**src/rtl/sdcs_pkg.sv**
```systemverilog
package sdcs_pkg;

  // Input kinds
  localparam logic [1:0] FuncLoad    = 2'd0;
  localparam logic [1:0] FuncRow     = 2'd1;
  localparam logic [1:0] FuncResolve = 2'd2;

  // Colors
  localparam logic [1:0] ColUnknown = 2'd0;
  localparam logic [1:0] ColBlue    = 2'd1;
  localparam logic [1:0] ColYellow  = 2'd2;
  localparam logic [1:0] ColOrange  = 2'd3;

  // Register indexes
  localparam logic [2:0] RegLeftWidth   = 3'd0;
  localparam logic [2:0] RegLeftHeight  = 3'd1;
  localparam logic [2:0] RegRightWidth  = 3'd2;
  localparam logic [2:0] RegRightHeight = 3'd3;
  localparam logic [2:0] RegScoreThr    = 3'd4;

  localparam int unsigned ScoreBits  = 12;
  localparam int unsigned NumClasses = 5;
  localparam int unsigned ClassSlot  = 12;
  localparam int unsigned LabelBits  = 3;

  // Model is 640 pixels: 128*640 = 5 << 14 and 64*640 = 5 << 13.
  // Scale by shift first, then by an exact reciprocal of 5 for 16-bit values.
  localparam int unsigned PosShift   = 14;
  localparam int unsigned SizeShift  = 13;
  localparam logic [16:0] Recip5     = 17'd52429;
  localparam int unsigned RecipShift = 18;

  // Expected height in Q16.8: 15.6 -> 3994, 198 * 65536 as the dividend
  localparam logic [23:0] HeightBias = 24'd3994;
  localparam logic [23:0] HeightNum  = 24'd12976128;
  localparam logic [23:0] Sat24      = 24'hFFFFFF;
  localparam int unsigned DivSteps   = 24;

  localparam int unsigned QueueDepth = 4;

  typedef struct packed {
    logic [12:0] left_width;
    logic [12:0] left_height;
    logic [12:0] right_width;
    logic [12:0] right_height;
    logic [11:0] score_thr;
  } sdcs_cfg_t;

  typedef struct packed {
    logic [1:0]           kind;
    logic                 side;
    logic [16:0]          point_x;
    logic [16:0]          point_y;
    logic [15:0]          depth;
    logic [15:0]          box_cx;
    logic [15:0]          box_cy;
    logic [15:0]          box_w;
    logic [15:0]          box_h;
    logic [LabelBits-1:0] label;
    logic [ScoreBits-1:0] prob;
  } sdcs_cmd_t;

  function automatic logic [1:0] label_to_color(input logic [LabelBits-1:0] label);
    logic [1:0] col;
    case (label)
      3'd0:         col = ColBlue;
      3'd2, 3'd3:   col = ColOrange;
      3'd4:         col = ColYellow;
      default:      col = ColUnknown;
    endcase
    return col;
  endfunction

endpackage

```
**src/rtl/sdcs_queue.sv**
```systemverilog
module sdcs_queue
  import sdcs_pkg::*;
(
  input  logic      clk_i,
  input  logic      rst_ni,
  input  logic      push_i,
  input  sdcs_cmd_t cmd_i,
  output logic      full_o,
  input  logic      pop_i,
  output sdcs_cmd_t head_o,
  output logic      valid_o
);

  localparam int unsigned PtrBits = $clog2(QueueDepth);

  sdcs_cmd_t            mem_q [QueueDepth];
  logic [PtrBits-1:0]   wr_ptr_q, wr_ptr_d;
  logic [PtrBits-1:0]   rd_ptr_q, rd_ptr_d;
  logic [PtrBits:0]     count_q, count_d;
  logic                 do_push, do_pop;

  assign full_o  = (count_q == (PtrBits+1)'(QueueDepth));
  assign valid_o = (count_q != '0);
  assign head_o  = mem_q[rd_ptr_q];
  assign do_push = push_i && !full_o;
  assign do_pop  = pop_i && valid_o;

  always_comb begin
    wr_ptr_d = do_push ? wr_ptr_q + 1'b1 : wr_ptr_q;
    rd_ptr_d = do_pop ? rd_ptr_q + 1'b1 : rd_ptr_q;
    count_d  = count_q;
    if (do_push && !do_pop) begin
      count_d = count_q + 1'b1;
    end else if (do_pop && !do_push) begin
      count_d = count_q - 1'b1;
    end
  end

  always_ff @(posedge clk_i or negedge rst_ni) begin
    if (!rst_ni) begin
      wr_ptr_q <= '0;
      rd_ptr_q <= '0;
      count_q  <= '0;
    end else begin
      wr_ptr_q <= wr_ptr_d;
      rd_ptr_q <= rd_ptr_d;
      count_q  <= count_d;
    end
  end

  always_ff @(posedge clk_i) begin
    if (do_push) begin
      mem_q[wr_ptr_q] <= cmd_i;
    end
  end

endmodule

```
**config.mk**
```make
export PLATFORM = sky130hd
export DESIGN_NAME = sdcs_queue
export DESIGN_NICKNAME = d
export VERILOG_FILES = /design/src/rtl/sdcs_pkg.sv /design/src/rtl/sdcs_queue.sv
export SDC_FILE = /design/constraint.sdc
export NUM_CORES = 1
export LEC_CHECK = 0
export ABC_AREA = 1
export BUFFER_PORTS_ARGS = -buffer_cell sky130_fd_sc_hd__buf_4
export CAP_MARGIN = 30
export CORE_UTILIZATION = 52
export CTS_CLUSTER_SIZE = 10
export DETAILED_ROUTE_END_ITERATION = 7
export GPL_TIMING_DRIVEN = 0
export PLACE_DENSITY = 0.76
export SETUP_SLACK_MARGIN = 0.5
export SLEW_MARGIN = 20
export SYNTH_ARGS = -nofsm -noshare
export SYNTH_HDL_FRONTEND = slang
export SYNTH_SLANG_ARGS = --single-unit
```
**constraint.sdc**
```tcl
create_clock -name clk_i -period 6.3 [get_ports clk_i]
set_clock_uncertainty 0.1 [all_clocks]
set_input_delay 0.945 -clock clk_i [delete_from_list [all_inputs] [get_ports clk_i]]
set_output_delay 0.945 -clock clk_i [all_outputs]
set_load 0.05 [all_outputs]
```
==> metrics.md <==
| Metric | Value |
|---|---|
| Outcome | completed |
| H-tree Lvls | 2 |
| Remaining Overflow, GRT | 0 |
| Family with the most delay on the worst path | buffers and inverters |
| CTS Buffer Depth | 3 |
| Most frequent CP cell | buf_4 |
| Core ar. | 0.0408 sq mm |
| Final core occ | 65.0% |
| R2r worst-path depth | 8 |
| Routability cong. | 0.764 |
| Sequential element share of the synthesized area | 74.4% |
| Cts hold-fix bufs | 0 |
| Netlist cell types | 18 |
| Post-Syn Area | 0.0216 sq mm |
| Static Leak | 0.0107 uW |
| Fmax | 0.305 GHz |
| WHS | 0.0452 ns |
| Maximum vdd drop | 0.000389 V |
| Non-Filler Instances | 2,513 |
| Antenna violations before repair | 3 |
| Reg clk slew, reported paths | 0.06 ns |
| Worst skew pair latency | 0.60 ns |
| Ys Warns | 0 |
| Wire per inst | 20.0 microns |
| Pwr/cell area | 563 mW/mm^2 |
| Worst endpoint data arrival time | 2.23 ns |
| Slew @ Worst Pin | 0.657 ns |
| Mapped Nets | 1,742 |
| Final min period | 3.28 ns |
| Post-route total power | 14,900 uW |
| Largest family of logic cells by synthesized area | compound AO/OA/AOI/OAI gates |
| Post-CTS resize count | 0 |
| Clock sinks | 535 |
| Layout cells sized above 1 | 22.5% |
| Crit start category | flop |
| CTS tree | yes |
| Simple-gate share of the synthesized area | 7.47% |
| WS Path Type | flop to output port |
| #FFs+latches synth | 535 |
| Die height | 206 microns |
| RSZ-0062 raised after global routing | false |
| CP Data Required Time | 5.25 ns |
| Type of the tightest min-delay check | input pin to asynchronous set/reset pin |
| Multiplexer area fraction after synthesis | 0% |
| R2r setup slk | 3.49 ns |
| Crit path cell chain | buf_4 > inv_4 > buf_6 > buf_2 > o211ai_1 > nand2_1 > buf_4 |
| Antenna Nets Post-Route | 0 |
| Reg-to-Reg End | mem_q[2][55] |
| DP Wirelength | 32.6 mm |
| Drt pass-1 iters | 4 |
| Post-Synthesis Cells | 1,600 |
| Placed cell count | 2,428 |
| Synth Area in Adders | 0.383% |
| XOR/XNOR Fraction of Synth Area | 0.0406% |
| P&R area growth vs syn | 23.2% |
| Final nets | 2,100 |
| CP endpoint kind | output port |
| Relative slew slack | 56.1% |
| Worst r2r src | count_q[0] |
| Total GRT Usage | 23.8% |
| Port Buf Inserts | 269 |
| Vias in the first global route | 13,400 |
| Final Slew Violations | 0 |
| Vias per cell | 5.32 |
| Period utilization | 52.0% |
| Post-Route WL | 50.2 mm |
| # setup viols final | 0 |
| Largest net degree at the start of global routing | 25 |
| Via count | 13,400 |
| Worst-path maximum fanout | 10 |
| Crit-path max cell delay | 0.36 ns |
| Final Hold Fails | 0 |
| Setup TNS | 0 ns |
| Clock root buffer | clkbuf_16 |
| Initial DRC Count | 997 |
| Die ar. | 0.0423 sq mm |
| CP Buf/Inv Count | 5 |
| Complex-gate fraction of the synthesized area | 9.22% |
| Post-CTS setup buffer count | 0 |
| DRC errors left | 0 |
| Starting Density | 52.8% |
| First-pass GRT wire length | 75.1 mm |
| Die X | 206 microns |
| Total CTS buffers | 60 |
| # rows | 74 |
| Mean post-synth cell area | 13.5 sq um |
| Slowest library cell on the worst path | dfrtp_1 |
| Num ports | 270 |
| Max-Cap Viols | 0 |
-- per-stage QoR --
step	cell area [sq um]	setup slack (ns)
floorplan	21600	-0.998
global placement	24200	-5.75
detailed placement	24900	3.14
CTS	26600	2.96
global route	26600	2.90
finish	26600	3.02
-- where the power goes --
part	internal, uW	switching (uW)
Sequential	4670	150
Clock	1750	1250
Combinational	2110	5010
Total	8530	6410
-- per-layer routing --
layer / vias to the layer above / global-route usage [%] / wire length, microns
met5: - / 0 / 0
met4: 0 / 9.29 / 1400
met3: 91 / 4.34 / 3060
met2: 446 / 39.7 / 25200
met1: 6517 / 31.0 / 20600
li1: 6310 / - / -
-- synthesized netlist by cell type, drive strengths merged --
| cell type | instances | share of area [%] |
|---|---|---|
| fa | 1 | 0.093 |
| nand2 | 414 | 7.2 |
| o21ai | 1 | 0.023 |
| clkbuf | 7 | 0.12 |
| buf | 80 | 3.5 |
| xnor2 | 1 | 0.041 |
| nor2 | 4 | 0.070 |
| ha | 5 | 0.29 |
| o211ai | 264 | 9.2 |
| inv | 280 | 4.9 |
| nand3 | 7 | 0.16 |
| nand4 | 1 | 0.029 |
| edfxtp | 528 | 74 |
| dfrtp | 7 | 0.81 |
-- worst max path at each step --
| stage | endpoint | depth (start not counted) | slack [ns] | from |
|---|---|---|---|---|
| finish | head_o[108] | 7 | 3.02 | rd_ptr_q[1] |
| global route | head_o[101] | 7 | 2.90 | rd_ptr_q[1] |
| CTS | head_o[108] | 7 | 2.96 | rd_ptr_q[1] |
| detailed placement | mem_q[2][57] | 7 | 3.14 | push_i |
| global placement | mem_q[0][57] | 3 | -5.75 | push_i |
| floorplan | mem_q[0][0] | 2 | -1.0 | push_i |
-- kinds of logic after synthesis --
logic type	after synthesis
flops	535
simple gates	426
buf+inv	367
compound gates	265
fa+ha+maj	6
xor+xnor	1
-- flip-flops by register name (all words and copies together) (netlist names) --
signal,cells
wr_ptr_q,2
rd_ptr_q,2
count_q,3
mem_q,528
-- cell type report --
cell class | count | area [sq um]
plain buffers | 87 | 782
multi-input cells | 698 | 3720
repair buffers | 296 | 2660
clock buffers | 78 | 1610
clock inverters | 4 | 31.3
flip-flops and latches | 535 | 16000
well taps | 532 | 666
diodes | 3 | 7.51
inverters | 280 | 1050
fillers | 2856 | 14300
-- layout by cell type (no fill, tap or decap) --
cell type	netlist	layout
buf_12	0	14
buf_16	0	13
buf_2	22	22
buf_4	2	271
buf_6	56	56
clkbuf_1	7	23
clkbuf_16	0	62
clkinv_1	0	2
clkinv_8	0	1
clkinvlp_4	0	1
dfrtp_1	7	7
diode_2	0	3
edfxtp_1	528	528
fa_1	1	1
ha_1	5	5
inv_1	278	278
inv_2	1	1
inv_4	1	1
nand2_1	414	414
nand3_1	7	7
nand4_1	1	1
nor2_4	0	4
o211ai_1	264	264
o21ai_0	1	1
xnor2_1	1	1
-- worst register-to-register path, delay by kind of cell, from the launching register on --
kind / cells / cell delay [ns]
simple gates: 3 / 1.05
buf+inv: 5 / 0.94
flops: 1 / 0.41
Power figures use the tool's default switching activity.
