[src/rtl/sdcs_pkg.sv]
package sdcs_pkg;

  // Input kinds
  localparam logic [1:0] FuncLoad    = 2'd0;
  localparam logic [1:0] FuncRow     = 2'd1;
  localparam logic [1:0] FuncResolve = 2'd2;

  // Colors
  localparam logic [1:0] ColUnknown = 2'd0;
  localparam logic [1:0] ColBlue    = 2'd1;
  localparam logic [1:0] ColYellow  = 2'd2;
  localparam logic [1:0] ColOrange  = 2'd3;

  // Register indexes
  localparam logic [2:0] RegLeftWidth   = 3'd0;
  localparam logic [2:0] RegLeftHeight  = 3'd1;
  localparam logic [2:0] RegRightWidth  = 3'd2;
  localparam logic [2:0] RegRightHeight = 3'd3;
  localparam logic [2:0] RegScoreThr    = 3'd4;

  localparam int unsigned ScoreBits  = 12;
  localparam int unsigned NumClasses = 5;
  localparam int unsigned ClassSlot  = 12;
  localparam int unsigned LabelBits  = 3;

  // Model is 640 pixels: 128*640 = 5 << 14 and 64*640 = 5 << 13.
  // Scale by shift first, then by an exact reciprocal of 5 for 16-bit values.
  localparam int unsigned PosShift   = 14;
  localparam int unsigned SizeShift  = 13;
  localparam logic [16:0] Recip5     = 17'd52429;
  localparam int unsigned RecipShift = 18;

  // Expected height in Q16.8: 15.6 -> 3994, 198 * 65536 as the dividend
  localparam logic [23:0] HeightBias = 24'd3994;
  localparam logic [23:0] HeightNum  = 24'd12976128;
  localparam logic [23:0] Sat24      = 24'hFFFFFF;
  localparam int unsigned DivSteps   = 24;

  localparam int unsigned QueueDepth = 4;

  typedef struct packed {
    logic [12:0] left_width;
    logic [12:0] left_height;
    logic [12:0] right_width;
    logic [12:0] right_height;
    logic [11:0] score_thr;
  } sdcs_cfg_t;

  typedef struct packed {
    logic [1:0]           kind;
    logic                 side;
    logic [16:0]          point_x;
    logic [16:0]          point_y;
    logic [15:0]          depth;
    logic [15:0]          box_cx;
    logic [15:0]          box_cy;
    logic [15:0]          box_w;
    logic [15:0]          box_h;
    logic [LabelBits-1:0] label;
    logic [ScoreBits-1:0] prob;
  } sdcs_cmd_t;

  function automatic logic [1:0] label_to_color(input logic [LabelBits-1:0] label);
    logic [1:0] col;
    case (label)
      3'd0:         col = ColBlue;
      3'd2, 3'd3:   col = ColOrange;
      3'd4:         col = ColYellow;
      default:      col = ColUnknown;
    endcase
    return col;
  endfunction

endpackage

[src/rtl/sdcs_back.sv]
module sdcs_back
  import sdcs_pkg::*;
(
  input  logic         clk_i,
  input  logic         rst_ni,
  input  sdcs_cfg_t    cfg_i,
  input  sdcs_cmd_t    head_i,
  input  logic         head_valid_i,
  output logic         pop_o,
  output logic         m_axis_tvalid,
  input  logic         m_axis_tready,
  output logic [15:0]  m_axis_tdata
);

  localparam logic [2:0] StIdle  = 3'd0;
  localparam logic [2:0] StDiv   = 3'd1;
  localparam logic [2:0] StMul   = 3'd2;
  localparam logic [2:0] StScale = 3'd3;
  localparam logic [2:0] StUpd   = 3'd4;

  logic [2:0]  state_q, state_d;
  sdcs_cmd_t   cmd_q;

  // Per-side search state
  logic [16:0]          query_col_q [2];
  logic [16:0]          query_row_q [2];
  logic [23:0]          exp_h_q     [2];
  logic [23:0]          best_diff_q [2];
  logic [LabelBits-1:0] best_label_q[2];
  logic [ScoreBits-1:0] best_prob_q [2];
  logic [1:0]           found_q;

  // Divider
  logic [15:0] rem_q;
  logic [23:0] quo_q;
  logic [4:0]  cnt_q;
  logic [16:0] trial;
  logic        trial_ok;
  logic [15:0] rem_next;
  logic [23:0] quo_next;

  // Box arithmetic
  logic signed [31:0] prod_x_q, prod_y_q;
  logic        [28:0] prod_w_q, prod_h_q;
  logic signed [14:0] box_x_q, box_y_q;
  logic        [13:0] box_w_q, box_h_q;

  logic [12:0]        cols, rows;
  logic signed [17:0] dx, dy;
  logic [31:0]        mag_x, mag_y;
  logic [32:0]        sc_x, sc_y, sc_w, sc_h;
  logic [13:0]        q_x, q_y;

  logic signed [15:0] sum_x, sum_y;
  logic signed [20:0] px_e, py_e, xl_e, xr_e, yt_e, yb_e;
  logic               hit;
  logic [23:0]        hq, diff;
  logic               take;

  // Output stage
  logic        out_valid_q;
  logic [1:0]  out_color_q;
  logic [11:0] out_score_q;
  logic        out_free;
  logic [1:0]  col_l, col_r, col_m;
  logic [11:0] sc_l, sc_r, sc_m;

  assign out_free = !out_valid_q || m_axis_tready;

  always_comb begin
    pop_o = 1'b0;
    if (state_q == StIdle && head_valid_i) begin
      pop_o = (head_i.kind != FuncResolve) || out_free;
    end
  end

  always_comb begin
    state_d = state_q;
    unique case (state_q)
      StIdle: begin
        if (pop_o) begin
          if (head_i.kind == FuncLoad && head_i.depth != '0) begin
            state_d = StDiv;
          end else if (head_i.kind == FuncRow) begin
            state_d = StMul;
          end
        end
      end
      StDiv:   if (cnt_q == 5'(DivSteps - 1)) state_d = StIdle;
      StMul:   state_d = StScale;
      StScale: state_d = StUpd;
      StUpd:   state_d = StIdle;
      default: state_d = StIdle;
    endcase
  end

  // One quotient bit a cycle
  always_comb begin
    trial    = {rem_q, quo_q[23]};
    trial_ok = trial >= {1'b0, cmd_q.depth};
    rem_next = trial_ok ? 16'(trial - {1'b0, cmd_q.depth}) : trial[15:0];
    quo_next = {quo_q[22:0], trial_ok};
  end

  always_comb begin
    cols = cmd_q.side ? cfg_i.right_width  : cfg_i.left_width;
    rows = cmd_q.side ? cfg_i.right_height : cfg_i.left_height;
    dx   = $signed({1'b0, cmd_q.box_cx, 1'b0}) - $signed({2'b0, cmd_q.box_w});
    dy   = $signed({1'b0, cmd_q.box_cy, 1'b0}) - $signed({2'b0, cmd_q.box_h});
  end

  // Magnitude, shift, then divide by 5; sign goes back afterwards (truncate to zero)
  always_comb begin
    mag_x = prod_x_q[31] ? 32'(-prod_x_q) : prod_x_q;
    mag_y = prod_y_q[31] ? 32'(-prod_y_q) : prod_y_q;
    sc_x  = mag_x[PosShift +: 16] * Recip5;
    sc_y  = mag_y[PosShift +: 16] * Recip5;
    sc_w  = prod_w_q[SizeShift +: 16] * Recip5;
    sc_h  = prod_h_q[SizeShift +: 16] * Recip5;
    q_x   = sc_x[RecipShift +: 14];
    q_y   = sc_y[RecipShift +: 14];
  end

  always_comb begin
    sum_x = $signed({box_x_q[14], box_x_q}) + $signed({2'b0, box_w_q});
    sum_y = $signed({box_y_q[14], box_y_q}) + $signed({2'b0, box_h_q});
    px_e  = $signed({{4{query_col_q[cmd_q.side][16]}}, query_col_q[cmd_q.side]});
    py_e  = $signed({{4{query_row_q[cmd_q.side][16]}}, query_row_q[cmd_q.side]});
    xl_e  = $signed({{2{box_x_q[14]}}, box_x_q, 4'b0});
    yt_e  = $signed({{2{box_y_q[14]}}, box_y_q, 4'b0});
    xr_e  = $signed({sum_x[15], sum_x, 4'b0});
    yb_e  = $signed({sum_y[15], sum_y, 4'b0});
    hit   = (px_e > xl_e) && (px_e < xr_e) && (py_e > yt_e) && (py_e < yb_e);
    hq    = {2'b0, box_h_q, 8'b0};
    diff  = (hq > exp_h_q[cmd_q.side]) ? hq - exp_h_q[cmd_q.side]
                                       : exp_h_q[cmd_q.side] - hq;
    take  = hit && (!found_q[cmd_q.side] || diff < best_diff_q[cmd_q.side]);
  end

  // Merge: known beats unknown, higher score wins, right wins ties
  always_comb begin
    col_l = found_q[0] ? label_to_color(best_label_q[0]) : ColUnknown;
    col_r = found_q[1] ? label_to_color(best_label_q[1]) : ColUnknown;
    sc_l  = (col_l != ColUnknown) ? best_prob_q[0] : '0;
    sc_r  = (col_r != ColUnknown) ? best_prob_q[1] : '0;
    if (col_l != ColUnknown && (col_r == ColUnknown || sc_l > sc_r)) begin
      col_m = col_l;
      sc_m  = sc_l;
    end else begin
      col_m = col_r;
      sc_m  = sc_r;
    end
  end

  always_ff @(posedge clk_i or negedge rst_ni) begin
    if (!rst_ni) begin
      state_q     <= StIdle;
      found_q     <= '0;
      out_valid_q <= 1'b0;
      cnt_q       <= '0;
      for (int s = 0; s < 2; s++) begin
        query_col_q[s]  <= '0;
        query_row_q[s]  <= '0;
        exp_h_q[s]      <= '0;
        best_diff_q[s]  <= '0;
        best_label_q[s] <= '0;
        best_prob_q[s]  <= '0;
      end
    end else begin
      state_q <= state_d;
      if (pop_o && head_i.kind == FuncResolve) begin
        out_valid_q <= 1'b1;
      end else if (m_axis_tready) begin
        out_valid_q <= 1'b0;
      end
      if (pop_o && head_i.kind == FuncLoad) begin
        query_col_q[head_i.side] <= head_i.point_x;
        query_row_q[head_i.side] <= head_i.point_y;
        found_q[head_i.side]     <= 1'b0;
        if (head_i.depth == '0) begin
          exp_h_q[head_i.side] <= Sat24;
        end
      end
      if (state_q == StIdle) begin
        cnt_q <= '0;
      end else if (state_q == StDiv) begin
        cnt_q <= cnt_q + 1'b1;
        if (cnt_q == 5'(DivSteps - 1)) begin
          exp_h_q[cmd_q.side] <= HeightBias + quo_next;
        end
      end
      if (state_q == StUpd && take) begin
        found_q[cmd_q.side]      <= 1'b1;
        best_diff_q[cmd_q.side]  <= diff;
        best_label_q[cmd_q.side] <= cmd_q.label;
        best_prob_q[cmd_q.side]  <= cmd_q.prob;
      end
    end
  end

  always_ff @(posedge clk_i) begin
    if (pop_o) begin
      cmd_q <= head_i;
      rem_q <= '0;
      quo_q <= HeightNum;
    end else if (state_q == StDiv) begin
      rem_q <= rem_next;
      quo_q <= quo_next;
    end
    if (state_q == StMul) begin
      prod_x_q <= 32'(dx * $signed({1'b0, cols}));
      prod_y_q <= 32'(dy * $signed({1'b0, rows}));
      prod_w_q <= cmd_q.box_w * cols;
      prod_h_q <= cmd_q.box_h * rows;
    end
    if (state_q == StScale) begin
      box_x_q <= prod_x_q[31] ? -$signed({1'b0, q_x}) : $signed({1'b0, q_x});
      box_y_q <= prod_y_q[31] ? -$signed({1'b0, q_y}) : $signed({1'b0, q_y});
      box_w_q <= sc_w[RecipShift +: 14];
      box_h_q <= sc_h[RecipShift +: 14];
    end
    if (pop_o && head_i.kind == FuncResolve) begin
      out_color_q <= col_m;
      out_score_q <= sc_m;
    end
  end

  assign m_axis_tvalid = out_valid_q;
  assign m_axis_tdata  = {2'b0, out_score_q, out_color_q};

endmodule

[config.mk]
export PLATFORM = sky130hd
export DESIGN_NAME = sdcs_back
export DESIGN_NICKNAME = d
export VERILOG_FILES = /design/src/rtl/sdcs_pkg.sv /design/src/rtl/sdcs_back.sv
export SDC_FILE = /design/constraint.sdc
export NUM_CORES = 2
export LEC_CHECK = 0
export BUFFER_PORTS_ARGS = -buffer_cell sky130_fd_sc_hd__buf_2
export CELL_PAD_IN_SITES_DETAIL_PLACEMENT = 1
export CELL_PAD_IN_SITES_GLOBAL_PLACEMENT = 1
export CORE_AREA = 10 10 547 549
export DETAILED_ROUTE_END_ITERATION = 8
export DIE_AREA = 0 0 557 559
export PLACE_DENSITY_LB_ADDON = 0.25
export SYNTH_ARGS = -nofsm -noshare
export SYNTH_HDL_FRONTEND = slang
export SYNTH_SLANG_ARGS = --single-unit
[constraint.sdc]
create_clock -name clk_i -period 13.7 [get_ports clk_i]
set_input_delay 2.055 -clock clk_i [delete_from_list [all_inputs] [get_ports clk_i]]
set_output_delay 2.055 -clock clk_i [all_outputs]
set_load 0.02 [all_outputs]
==> results_dict.tcl <==
set metrics [dict create \
    grt_pass1_wl_um 348100 \
    drcViolationCount 0 \
    grt_pass1_vias 59300 \
    ys_types 95 \
    drt-initial-drc-count 2008 \
    synth_seq_cells 507 \
    track_usage_pct 14.04 \
    via_count 53010 \
    gp_congestion 0.8278 \
    cts.sink_count 507 \
    final_common_cell "inv_1" \
    critPathBufInv 5 \
    pin_count 218 \
    h-tree-depth 3 \
    synth_area_leader_cell "fa_1" \
    synth_warnings 0 \
    synth_top_flop_cell "edfxtp_1" \
    final_cell_mix "1617 x inv_1, 1080 x fa_1, 1010 x ha_1" \
    post-cts-setup-buffers 0 \
    fin_crit_sh_pct 77.43 \
    worstRegToRegCells 36 \
    rsz0062_at_grt "false" \
    wirelength_um 219700 \
    critPathTopFamily "compound AO/OA/AOI/OAI gates" \
    endpoint_kind "register" \
    fin_setup_tns_ns 0 \
    critPathMaxStageDelay_ns 0.71 \
    postCtsHoldBufs 0 \
    status "finished clean" \
    tightest_slew_ns 1.243 \
    critPathRequiredTime_ns 14.16 \
    cts_buffer_depth 3 \
    crit_end "prod_x_q[31]" \
    ys_seq_area_share_pct 18.47 \
    overflow 0 \
    path_clk_slew_ns 0.06 \
    port_buffers 203 \
    dieHeight_um 559 \
    max_freq_mhz 94.27 \
    post_cts_resized 0 \
    cap_violations 0 \
    grt_max_degree 94 \
    ys_async_sr_fraction_pct 40.43 \
    cts_tree "done" \
    worst-setup-path-type "register to register" \
    syn_to_final_growth_pct 10.66 \
    initial_core_util_pct 25.97 \
    via_per_inst 4.540 \
    drive_gt1_share_pct 7.859 \
    clk_latency_ns 0.72 \
    min_period_ns 10.61 \
    critical_path_arrival_ns 11.07 \
    hold_viol_final 0 \
    cp_max_fo 28 \
    cts_root_buffer "clkbuf_16" \
    synth_top_area_share_pct 28.95 \
    post-route-util_pct 28.73 \
    synth-edff-count 262 \
    slowest_stage "a21o_1" \
    finalSetupViolations 0 \
    dr.pass1.iters 5 \
    relSlewSlack_pct 17.12 \
    antenna_left 0 \
    synthCells 7708 \
    synth_area_leaders "fa_1 29%, ha_1 17%, edfxtp_1 11%" \
    antenna_found_initial 15 \
    core_sq_mm 0.2877 \
    core.rowCount 197 \
    dieArea_sq_mm 0.3114 \
    fin_skew_ns 0.04645 \
    r2r_slack_ns 3.09 \
    nFillCells 32960 \
    dp_hpwl_um 182200 \
    synth.avg_cell_area_sq_um 9.690 \
    die_x_um 557 \
    crit_path_frequent_cell "fa_1" \
    wire_per_inst_um 18.82 \
    synth_area_sq_mm 0.07469 \
    startpoint_type "register" \
    fin_nets 10120 \
    cts_buffers 70 \
    slew_violations 0 \
    crit_start "cmd_q[33]" \
    crit_cells 36 \
    r2r_start "cmd_q[33]" \
    hp-class "register to register" \
    r2r-end "prod_x_q[31]" \
]
==> stage by stage <==
step	instance area [sq um]	std cells	setup slack [ns]	hold WS, ns
after floorplan	74700	7709	4.946	0.4457
after global placement	80230	11540	3.240	0.4565
after detailed placement	80230	11540	3.119	0.4758
after CTS	82640	11670	3.081	0.4837
after global routing	82640	11670	2.332	0.5100
final	82650	11680	3.092	0.4849
==> registers in the layout (all words and copies together) (netlist names), 2 cells and up <==
signal        count
state_q           3
box_h_q          14
query_row_q      34
prod_w_q         16
box_x_q          15
best_label_q      6
prod_y_q         31
cnt_q             5
query_col_q      34
box_w_q          14
out_color_q       2
box_y_q          15
out_score_q      12
quo_q            24
found_q           2
exp_h_q          48
best_diff_q      48
cmd_q            96
rem_q            16
best_prob_q      24
prod_x_q         31
prod_h_q         16
==> worst min path at each step <==
stage	start	to	slack (ns)	cells past startpoint
after CTS	rem_q[15]	rem_q[15]	0.48	2
after floorplan	rem_q[15]	rem_q[15]	0.45	2
after global routing	query_row_q[6]	query_row_q[6]	0.51	1
after global placement	rem_q[15]	rem_q[15]	0.46	2
after detailed placement	rem_q[15]	rem_q[15]	0.48	2
final	rem_q[15]	rem_q[15]	0.48	2
==> area by class of cell <==
class / count / area (sq um) / area share, %
repair buffers: 266 / 1510 / 1.827
inverters: 1626 / 6108 / 7.391
diodes: 5 / 12.51 / 0.01514
well taps: 3781 / 4731 / 5.724
multi-input cells: 5360 / 54080 / 65.43
clock buffers: 101 / 2011 / 2.433
clock inverters: 29 / 399.1 / 0.4829
flip-flops and latches: 507 / 13800 / 16.69
==> cells by family after synthesis <==
| kind of cell | synth area share, % |
|---|---|
| adder cells (fa/ha/maj) | 45.87 |
| buffers and inverters | 9.299 |
| AND/OR/NAND/NOR | 10.33 |
| AO/OA/AOI/OAI | 7.652 |
| flip-flops | 18.47 |
| XOR/XNOR | 4.139 |
| multiplexers | 4.231 |
| other | 0.005021 |
==> worst reg2reg max path: cells and delay by family, from the launching register on <==
kind                       cells  cell delay (ns)
xor gates and xnor gates       1             0.13
adders and majority gates      8             3.84
DFF                            1             0.55
and+or+nand+nor                4             0.48
AOI/OAI and AO/OA             18             4.79
buffers and inverters          5             0.58
==> cells in the mapped netlist (142+ instances only) <==
library cell and count:
inv_1 1618, fa_1 1080, ha_1 1010, nand2_1 704, nor2_1 539, a21oi_1 267
edfxtp_1 262, xnor2_1 236, dfrtp_1 205, mux2_2 174, clkbuf_1 167, o21ai_0 142
==> metal layers <==
layer | vias to the layer above | part of all wire [%] | global-route usage, %
met5 | - | 0.016 | 0
met4 | 6 | 1.7 | 2.574
met3 | 171 | 3.4 | 1.500
met2 | 673 | 46 | 23.07
met1 | 27280 | 49 | 20.05
li1 | 24880 | - | -
Power is not shown: default switching activity piles up to over one toggle a cycle in this logic, so the estimate is an artifact.
