File: src/rtl/sdcs_pkg.sv
package sdcs_pkg;

  // Input kinds
  localparam logic [1:0] FuncLoad    = 2'd0;
  localparam logic [1:0] FuncRow     = 2'd1;
  localparam logic [1:0] FuncResolve = 2'd2;

  // Colors
  localparam logic [1:0] ColUnknown = 2'd0;
  localparam logic [1:0] ColBlue    = 2'd1;
  localparam logic [1:0] ColYellow  = 2'd2;
  localparam logic [1:0] ColOrange  = 2'd3;

  // Register indexes
  localparam logic [2:0] RegLeftWidth   = 3'd0;
  localparam logic [2:0] RegLeftHeight  = 3'd1;
  localparam logic [2:0] RegRightWidth  = 3'd2;
  localparam logic [2:0] RegRightHeight = 3'd3;
  localparam logic [2:0] RegScoreThr    = 3'd4;

  localparam int unsigned ScoreBits  = 12;
  localparam int unsigned NumClasses = 5;
  localparam int unsigned ClassSlot  = 12;
  localparam int unsigned LabelBits  = 3;

  // Model is 640 pixels: 128*640 = 5 << 14 and 64*640 = 5 << 13.
  // Scale by shift first, then by an exact reciprocal of 5 for 16-bit values.
  localparam int unsigned PosShift   = 14;
  localparam int unsigned SizeShift  = 13;
  localparam logic [16:0] Recip5     = 17'd52429;
  localparam int unsigned RecipShift = 18;

  // Expected height in Q16.8: 15.6 -> 3994, 198 * 65536 as the dividend
  localparam logic [23:0] HeightBias = 24'd3994;
  localparam logic [23:0] HeightNum  = 24'd12976128;
  localparam logic [23:0] Sat24      = 24'hFFFFFF;
  localparam int unsigned DivSteps   = 24;

  localparam int unsigned QueueDepth = 4;

  typedef struct packed {
    logic [12:0] left_width;
    logic [12:0] left_height;
    logic [12:0] right_width;
    logic [12:0] right_height;
    logic [11:0] score_thr;
  } sdcs_cfg_t;

  typedef struct packed {
    logic [1:0]           kind;
    logic                 side;
    logic [16:0]          point_x;
    logic [16:0]          point_y;
    logic [15:0]          depth;
    logic [15:0]          box_cx;
    logic [15:0]          box_cy;
    logic [15:0]          box_w;
    logic [15:0]          box_h;
    logic [LabelBits-1:0] label;
    logic [ScoreBits-1:0] prob;
  } sdcs_cmd_t;

  function automatic logic [1:0] label_to_color(input logic [LabelBits-1:0] label);
    logic [1:0] col;
    case (label)
      3'd0:         col = ColBlue;
      3'd2, 3'd3:   col = ColOrange;
      3'd4:         col = ColYellow;
      default:      col = ColUnknown;
    endcase
    return col;
  endfunction

endpackage

File: src/rtl/sdcs_front.sv
module sdcs_front
  import sdcs_pkg::*;
(
  input  logic         s_axis_tvalid,
  output logic         s_axis_tready,
  input  logic [191:0] s_axis_tdata,
  input  logic [2:0]   s_axis_tuser,
  input  logic [11:0]  score_thr_i,
  input  logic         q_full_i,
  output logic         push_o,
  output sdcs_cmd_t    cmd_o
);

  logic [1:0]           func;
  logic [11:0]          box_score;
  logic [59:0]          class_scores;
  logic [ScoreBits-1:0] max_p;
  logic [LabelBits-1:0] max_lab;
  logic                 keep;

  assign func         = s_axis_tuser[1:0];
  assign box_score    = s_axis_tdata[125:114];
  assign class_scores = s_axis_tdata[185:126];

  // First maximum over the class slots; all zero leaves class 0
  always_comb begin
    max_p   = '0;
    max_lab = '0;
    for (int j = 0; j < NumClasses; j++) begin
      if (class_scores[j*ClassSlot +: ScoreBits] > max_p) begin
        max_p   = class_scores[j*ClassSlot +: ScoreBits];
        max_lab = LabelBits'(j);
      end
    end
  end

  // Drop unknown kinds and rows at or below threshold before the queue
  always_comb begin
    case (func)
      FuncLoad, FuncResolve: keep = 1'b1;
      FuncRow:               keep = box_score[ScoreBits-1:0] > score_thr_i[ScoreBits-1:0];
      default:               keep = 1'b0;
    endcase
  end

  assign s_axis_tready = !q_full_i;
  assign push_o        = s_axis_tvalid && !q_full_i && keep;

  always_comb begin
    cmd_o.kind    = func;
    cmd_o.side    = s_axis_tuser[2];
    cmd_o.point_x = s_axis_tdata[16:0];
    cmd_o.point_y = s_axis_tdata[33:17];
    cmd_o.depth   = s_axis_tdata[49:34];
    cmd_o.box_cx  = s_axis_tdata[65:50];
    cmd_o.box_cy  = s_axis_tdata[81:66];
    cmd_o.box_w   = s_axis_tdata[97:82];
    cmd_o.box_h   = s_axis_tdata[113:98];
    cmd_o.label   = max_lab;
    cmd_o.prob    = max_p;
  end

endmodule

File: config.mk
export PLATFORM = sky130hd
export DESIGN_NAME = sdcs_front
export DESIGN_NICKNAME = d
export VERILOG_FILES = /design/src/rtl/sdcs_pkg.sv /design/src/rtl/sdcs_front.sv
export SDC_FILE = /design/constraint.sdc
export NUM_CORES = 1
export LEC_CHECK = 0
export ABC_AREA = 1
export BUFFER_PORTS_ARGS = -buffer_cell sky130_fd_sc_hd__buf_2
export CAP_MARGIN = 20
export CORE_AREA = 5 5 131 133
export DETAILED_ROUTE_END_ITERATION = 6
export DIE_AREA = 0 0 136 138
export PLACE_DENSITY = 0.59
export SYNTH_ARGS = -nofsm -noshare
export SYNTH_HDL_FRONTEND = slang
export SYNTH_SLANG_ARGS = --single-unit
export TNS_END_PERCENT = 50
File: constraint.sdc
create_clock -name vclk -period 15.3
set_input_delay 0.765 -clock vclk [all_inputs]
set_output_delay 0.765 -clock vclk [all_outputs]
set_load 0.01 [all_outputs]
==> results_dict.tcl, run 1 <==
set metrics [dict create \
    nFlopsAndLatches 0 \
    multi_input_area_mm2 0.00212 \
    whs_path_depth 0 \
    start_kind "primary input" \
    die_area_mm2 0.0188 \
    endpoint "cmd_o[12]" \
    initial_core_util_pct 21.2 \
    routabilityCongestion 0.769 \
    cp_max_fo 25 \
    ys_types 29 \
    worstPathRequired_ps 14530 \
    drc 0 \
    crit_top_cell "nand2_1" \
    dpl-instance-area_mm2 0.00318 \
    fin_crit_ps 7610 \
    synthCells 518 \
    yosysTopAreaCellShare_pct 27.0 \
    synth_area_mm2 0.00333 \
    post_cts_buffers 0 \
    dp_hpwl_um 8950 \
    cpMaxStageDelayCell "nand2_1" \
    worst-setup-path-type "primary input to output pin" \
    crit_start "s_axis_tdata[133]" \
    portBuffers 107 \
    gr-total-overflow 0 \
    tightest_slew_ps 466 \
    mostFrequentLayoutCell "buf_2" \
    antenna_cells 0 \
    final_area_mm2 0.00318 \
    area_growth_pct -4.54 \
    fin_crit_sh_pct 49.8 \
    setup_violations 0 \
    ctsResizeCount 0 \
    grt_pass1_vias 2849 \
    hold_violations 0 \
    synth_area_per_cell_um2 6.43 \
    finalMaxSlewViolations 0 \
    fmax_mhz 131 \
    max_stage_delay_ps 370 \
    drv_cap 0 \
    end_kind "output pin" \
    seqCellArea_um2 0 \
    die_y_um 138 \
    layout.nets 769 \
    outcome "finished, final reports clean" \
    finalPower_mw 0.251 \
    syn-num-nets 787 \
    grt_usage_pct 9.71 \
    worstHoldPathType "primary input to output pin" \
    ir_drop_v 0.0000279 \
    rsz0062_at_grt "no" \
    yosys_warnings 0 \
    nClkBuffers 0 \
    num-fill-cells 1825 \
    power.leakage_nw 1.93 \
    ys_seq_area_share_pct 0 \
    core_mm2 0.0157 \
    slew_headroom_pct 68.9 \
    drt_pre_antenna_iters 4 \
    final.setup.tns_ps 0 \
    mostFrequentLayoutCells "buf_2, nand2_1, inv_1" \
    routed_wl_um 9650 \
    synth.area.top_cells "buf_4, ha_1, nand2_1" \
    grt_pass1_wl_um 14700 \
    yosys.area.top_type "buf_4" \
    grt_max_degree 26 \
    antenna_found_initial 2 \
    drive_above_1_share_pct 30.7 \
    first_iter_violations 45 \
    pwr_density_cell_mw_per_mm2 78.9 \
    die_w_um 136 \
    vias 2855 \
    ios 343 \
    vias_per_cell 4.00 \
    row_count 46 \
    drtAntennaViolNets 0 \
    wl_per_cell_um 13.5 \
    worstPathArrival_ps 6850 \
    hold_buffers 0 \
]
==> kinds of logic after synthesis <==
family,after synthesis,share of synthesized area [%]
simple gates,225,34.9
compound gates,39,6.31
fa+ha+maj,60,22.5
buf+inv,194,36.3
==> layer usage <==
layer  track usage (%)  vias to the layer above  wire length (um)
li1                  -                     1509                 -
met5                 0                        -                21
met2              16.3                      138              4210
met3              2.61                       60               925
met1              11.4                     1144              3970
met4              4.46                        4               522
==> report_power, final <==
| part | switching [mW] | total (mW) | internal, mW |
|---|---|---|---|
| combinational | 0.155 | 0.251 | 0.0957 |
| sequential | 0 | 0 | 0 |
| clock | 0 | 0 | 0 |
==> worst min path at each step <==
stage / startpoint / to / slack (ps)
after floorplan: q_full_i / s_axis_tready / 1580
after global placement: s_axis_tdata[28] / cmd_o[106] / 1530
after detailed placement: s_axis_tdata[28] / cmd_o[106] / 1530
after CTS: s_axis_tdata[28] / cmd_o[106] / 1530
after global routing: s_axis_tdata[63] / cmd_o[76] / 1530
final: s_axis_tdata[85] / cmd_o[34] / 1530
==> synth_stat cells (all sizes together) <==
master,count
o21bai,1
clkbuf,1
or2,11
a21o,1
and2,12
nand2,121
nand4,9
nor3,2
ha,60
buf,126
o21a,1
a211o,1
nand3,59
clkinv,1
a21oi,26
nor2,11
inv,66
o21ai,8
o2111ai,1
==> final cells by class <==
class	count	share of cell area, %
inverters	67	7.90
well taps	216	8.49
multi-input cells	324	66.8
repair buffers	107	16.8
==> worst max-delay path: cells and delay by family <==
kind	cells	cell delay (ps)
compound gates	4	620
simple gates	23	3350
buf+inv	7	900
fa+ha+maj	4	1160
==> stage by stage <==
stage	hold slack (ps)	std cells	worst slack (ps)	util, %
after detailed placement	1530	714	7460	20.3
after floorplan	1580	518	9260	-
final	1530	714	7690	20.3
after global placement	1530	714	7530	20.3
after global routing	1530	714	6900	20.3
after CTS	1530	714	7450	20.3
No activity file was read; power rests on OpenSTA's default activity.
==> run 2, diff against run 1 <==
CORE_AREA = 5 5 128 130   (was 5 5 131 133)
DIE_AREA = 0 0 133 135   (was 0 0 136 138)
PLACE_DENSITY = 0.63   (was 0.59)
clock period = 6.3 ns   (was 15.3 ns; I/O delays follow)
==> run 2 against run 1 <==
Against the previous run: flip-flop and latch count is the same; die area shrank 4.3%; first-iteration DRC count decreased by 13%; wire length is 4.8% higher; clock-buffer cell count unchanged; worst hold slack worse by 900 ps; critical path depth is the same; utilization is 2.9 points higher; global-route usage up 0.65 points; critical path type unchanged; largest cell class unchanged; largest power group unchanged.
==> results_dict.tcl, run 2 (same netlist as run 1, synthesis figures left out) <==
set metrics [dict create \
    outcome "finished, final reports clean" \
    end_kind "output pin" \
    worstPathRequired_ps 5980 \
    worst-setup-path-type "primary input to output pin" \
    drive_above_1_share_pct 37.4 \
    die_area_mm2 0.0180 \
    drc 0 \
    rsz0062_at_grt "no" \
    start_kind "primary input" \
    vias_per_cell 4.22 \
    finalPower_mw 0.732 \
    antenna_found_initial 2 \
    swShare_pct 56.2 \
    internal-power_mw 0.321 \
    drtAntennaViolNets 0 \
    nFlopsAndLatches 0 \
    pwr_density_cell_mw_per_mm2 210 \
    mostFrequentLayoutCells "buf_2, nand2_1, inv_1" \
    routed_wl_um 10100 \
    max_stage_delay_ps 310 \
    area_growth_pct 4.58 \
    worstHoldPathType "primary input to output pin" \
    worst_hold_slack_ps 630 \
    mostFrequentLayoutCell "buf_2" \
    layout.nets 801 \
    ir_drop_v 0.0000532 \
    first_iter_violations 39 \
    grt_pass1_wl_um 15000 \
    grt_usage_pct 10.4 \
    pwr-share-seq_pct 0 \
    die_y_um 135 \
    fin_crit_sh_pct 93.9 \
    grt_pass1_vias 2922 \
    grt_max_degree 15 \
    cp_max_fo 7 \
    nClkBuffers 0 \
    row_count 45 \
    worstPathArrival_ps 5600 \
    hold_start "s_axis_tdata[3]" \
    cpMaxStageDelayCell "ha_1" \
    fin_crit_ps 5920 \
    dpl-instance-area_mm2 0.00335 \
    drt_pre_antenna_iters 4 \
    ios 343 \
    finalMaxSlewViolations 0 \
    switchingPower_mw 0.412 \
    setup_violations 0 \
    placedCellCount 712 \
    whs_path_depth 0 \
    p_clk_share_pct 0 \
    die_w_um 133 \
    seqCellArea_um2 0 \
    wl_per_cell_um 14.1 \
    slew_headroom_pct 83.7 \
    utilization_pct 23.2 \
    hold_end "cmd_o[115]" \
    drv_cap 0 \
    place_ws_ps 267 \
    vias 3032 \
    dp_hpwl_um 9260 \
    hold_violations 0 \
    portBuffers 107 \
    final.setup.tns_ps 0 \
    fin_cells 718 \
    final_area_mm2 0.00349 \
    tightest_slew_ps 243 \
    antenna_cells 0 \
    core_mm2 0.0150 \
    p_comb_share_pct 100.0 \
    gr-total-overflow 0 \
    initial_core_util_pct 22.2 \
    worst_slack_ps 383 \
    routabilityCongestion 0.774 \
    power.leakage_nw 2.10 \
    fmax_mhz 169 \
]
[run 2: final cells by class]
type	instances	area (um^2)
timing repair buffer	138	796
inverter	67	259
multi-input combinational	325	2200
tap	188	235
fill	1736	11500
[run 2: power by group through the flow]
stage               registers [mW]  clock network, mW  logic, mW
floorplan                        0                  0      0.507
global placement                 0                  0      0.698
detailed placement               0                  0      0.710
CTS                              0                  0      0.712
global route                     0                  0      0.835
finish                           0                  0      0.732
[run 2: worst max path at each step]
| stage | startpoint | endpoint | slack, ps | cells past startpoint |
|---|---|---|---|---|
| floorplan | s_axis_tdata[137] | cmd_o[12] | 1160 | 38 |
| global placement | s_axis_tdata[137] | cmd_o[10] | 360 | 39 |
| detailed placement | s_axis_tdata[137] | cmd_o[10] | 270 | 39 |
| CTS | s_axis_tdata[137] | cmd_o[10] | 260 | 39 |
| global route | s_axis_tdata[132] | cmd_o[12] | 0.4 | 38 |
| finish | s_axis_tdata[133] | cmd_o[12] | 380 | 38 |
[run 2: repair_timing]
| action | CTS | global route |
|---|---|---|
| endpoints found under the setup margin | 0 | 14 |
| setup buffers | 0 | 4 |
| hold buffers | 0 | 0 |
| gates resized for setup | 0 | 26 |
[run 2: metal layers]
| layer | GRT usage (%) | up-vias | share of wire, % |
|---|---|---|---|
| li1 | - | 1576 | - |
| met1 | 11.4 | 1263 | 39 |
| met2 | 18.8 | 139 | 47 |
| met3 | 3.02 | 50 | 9.4 |
| met4 | 3.87 | 4 | 4.6 |
| met5 | 0 | - | 0.21 |
[run 2: worst max-delay path, delay by kind of cell]
kind            cells  cell delay [ps]
simple gates       20             2640
fa+ha+maj           4             1110
buf+inv            10             1040
compound gates      4              470
==> run 3, diff against run 2 <==
CORE_AREA = 5 5 129 131   (was 5 5 128 130)
DIE_AREA = 0 0 134 136   (was 0 0 133 135)
PLACE_DENSITY = 0.6   (was 0.63)
clock period = 5.45 ns   (was 6.3 ns; I/O delays follow)
==> run 3 against run 2 <==
Against the previous run: the run now ends with negative setup slack left; first-iteration DRC count up 38%; wire length up 22%; utilization up 11 points; design area increased by 51%; die area grew 1.5%; flip-flop and latch count did not move; clock-buffer cell count is the same; global-route usage grew 2.2 points; critical path depth increased by 2.
==> results_dict.tcl, run 3 (same netlist as run 1, synthesis figures left out) <==
set metrics [dict create \
    swShare_pct 49.7 \
    worstPathRequired_ps 5180 \
    core_mm2 0.0155 \
    die_y_um 136 \
    fmax_mhz 180 \
    end_kind "output pin" \
    violations "negative setup slack" \
    drive_above_1_share_pct 65.3 \
    path_delay_family "simple AND/OR/NAND/NOR gates" \
    path_depth 40 \
    power.leakage_nw 2.71 \
    nFlopsAndLatches 0 \
    initial_core_util_pct 21.5 \
    grt_usage_pct 12.6 \
    drc 0 \
    start_kind "primary input" \
    rsz0062_at_grt "yes" \
    pwr-share-seq_pct 0 \
    first_iter_violations 54 \
    worst_slack_ps -115 \
    worst-setup-path-type "primary input to output pin" \
    final.setup.tns_ps -1190 \
    fin_cells 814 \
    routabilityCongestion 0.799 \
    die_area_mm2 0.0182 \
    endpoint "cmd_o[9]" \
    ios 343 \
    routed_wl_um 12400 \
    crit_buf_inv 10 \
    portBuffers 107 \
    wl_per_cell_um 15.2 \
    grt_max_degree 13 \
    area_growth_pct 57.7 \
    fin_crit_sh_pct 102 \
    seqCellArea_um2 0 \
    grt_pass1_wl_um 18600 \
    antenna_cells 0 \
    vias_per_cell 4.29 \
    worstHoldPathType "primary input to output pin" \
    slew_headroom_pct 81.9 \
    drv_cap 0 \
    crit_start "s_axis_tdata[133]" \
    placedCellCount 776 \
    grt_pass1_vias 3678 \
    worstPathArrival_ps 5290 \
    die_w_um 134 \
    setup_violations 14 \
    tightest_slew_ps 272 \
    gr-total-overflow 0 \
    cpMaxStageDelayCell "ha_1" \
    p_clk_share_pct 0 \
    outcome "finished, violations left" \
    antenna_found_initial 1 \
    dp_hpwl_um 9770 \
    mostFrequentLayoutCell "buf_4" \
    pwr_density_cell_mw_per_mm2 249 \
    mostFrequentLayoutCells "buf_4, buf_2, nand2_1" \
    max_stage_delay_ps 290 \
    row_count 46 \
    utilization_pct 34.0 \
    p_comb_share_pct 100.0 \
    hold_violations 0 \
    switchingPower_mw 0.651 \
    dpl-instance-area_mm2 0.00382 \
    cp_max_fo 8 \
    nClkBuffers 0 \
    fin_crit_ps 5560 \
    ir_drop_v 0.0000871 \
    finalMaxSlewViolations 0 \
    vias 3496 \
    layout.nets 893 \
    drtAntennaViolNets 0 \
    internal-power_mw 0.658 \
    final_area_mm2 0.00526 \
    hold_start "s_axis_tdata[84]" \
    drt_pre_antenna_iters 4 \
]
run 3: cell count changes in the layout (fill, tap and decap cells not counted), sizes merged:
cell,previous run,this run
buf,138,229
clkinv,1,0
inv,66,67
clkinvlp,0,1
run 3: repair_timing:
item,CTS,global route
cloned,4,0
setup buffers,28,6
gates resized for setup,178,54
hold buffers,0,0
endpoints found under the setup margin,15,15
pin swaps,78,37
run 3: power groups by stage:
stage | logic (mW) | clock network (mW) | registers, mW
floorplan | 0.586 | 0 | 0
global placement | 0.877 | 0 | 0
detailed placement | 0.885 | 0 | 0
CTS | 1.22 | 0 | 0
global route | 1.44 | 0 | 0
finish | 1.31 | 0 | 0
run 3: cell type report:
class / instances / area (um^2)
fillers: 1598 / 10200
multi-input cells: 325 / 3080
repair buffers: 229 / 1660
inverters: 67 / 274
well taps: 192 / 240
repair inverters: 1 / 7.51
run 3: how the worst min path moves through the flow:
stage / end / slack [ps] / cells after the start
after floorplan: s_axis_tready / 600 / 1
after global placement: cmd_o[102] / 550 / 0
after detailed placement: cmd_o[102] / 550 / 0
after CTS: cmd_o[102] / 550 / 0
after global routing: cmd_o[129] / 550 / 0
final: cmd_o[33] / 550 / 0
run 3: layer usage:
layer,share of wire [%],GRT usage (%)
met5,0.089,0
met4,4.7,5.09
met3,7.2,2.66
met2,52,24.7
met1,36,12.9
run 3: per-stage QoR:
step                hold slack (ps)  power (mW)  worst slack, ps
floorplan                       596       0.586              393
global placement                545       0.877             -362
detailed placement              545       0.885             -401
CTS                             545        1.22            -29.8
global route                    545        1.44             -426
finish                          545        1.31             -115
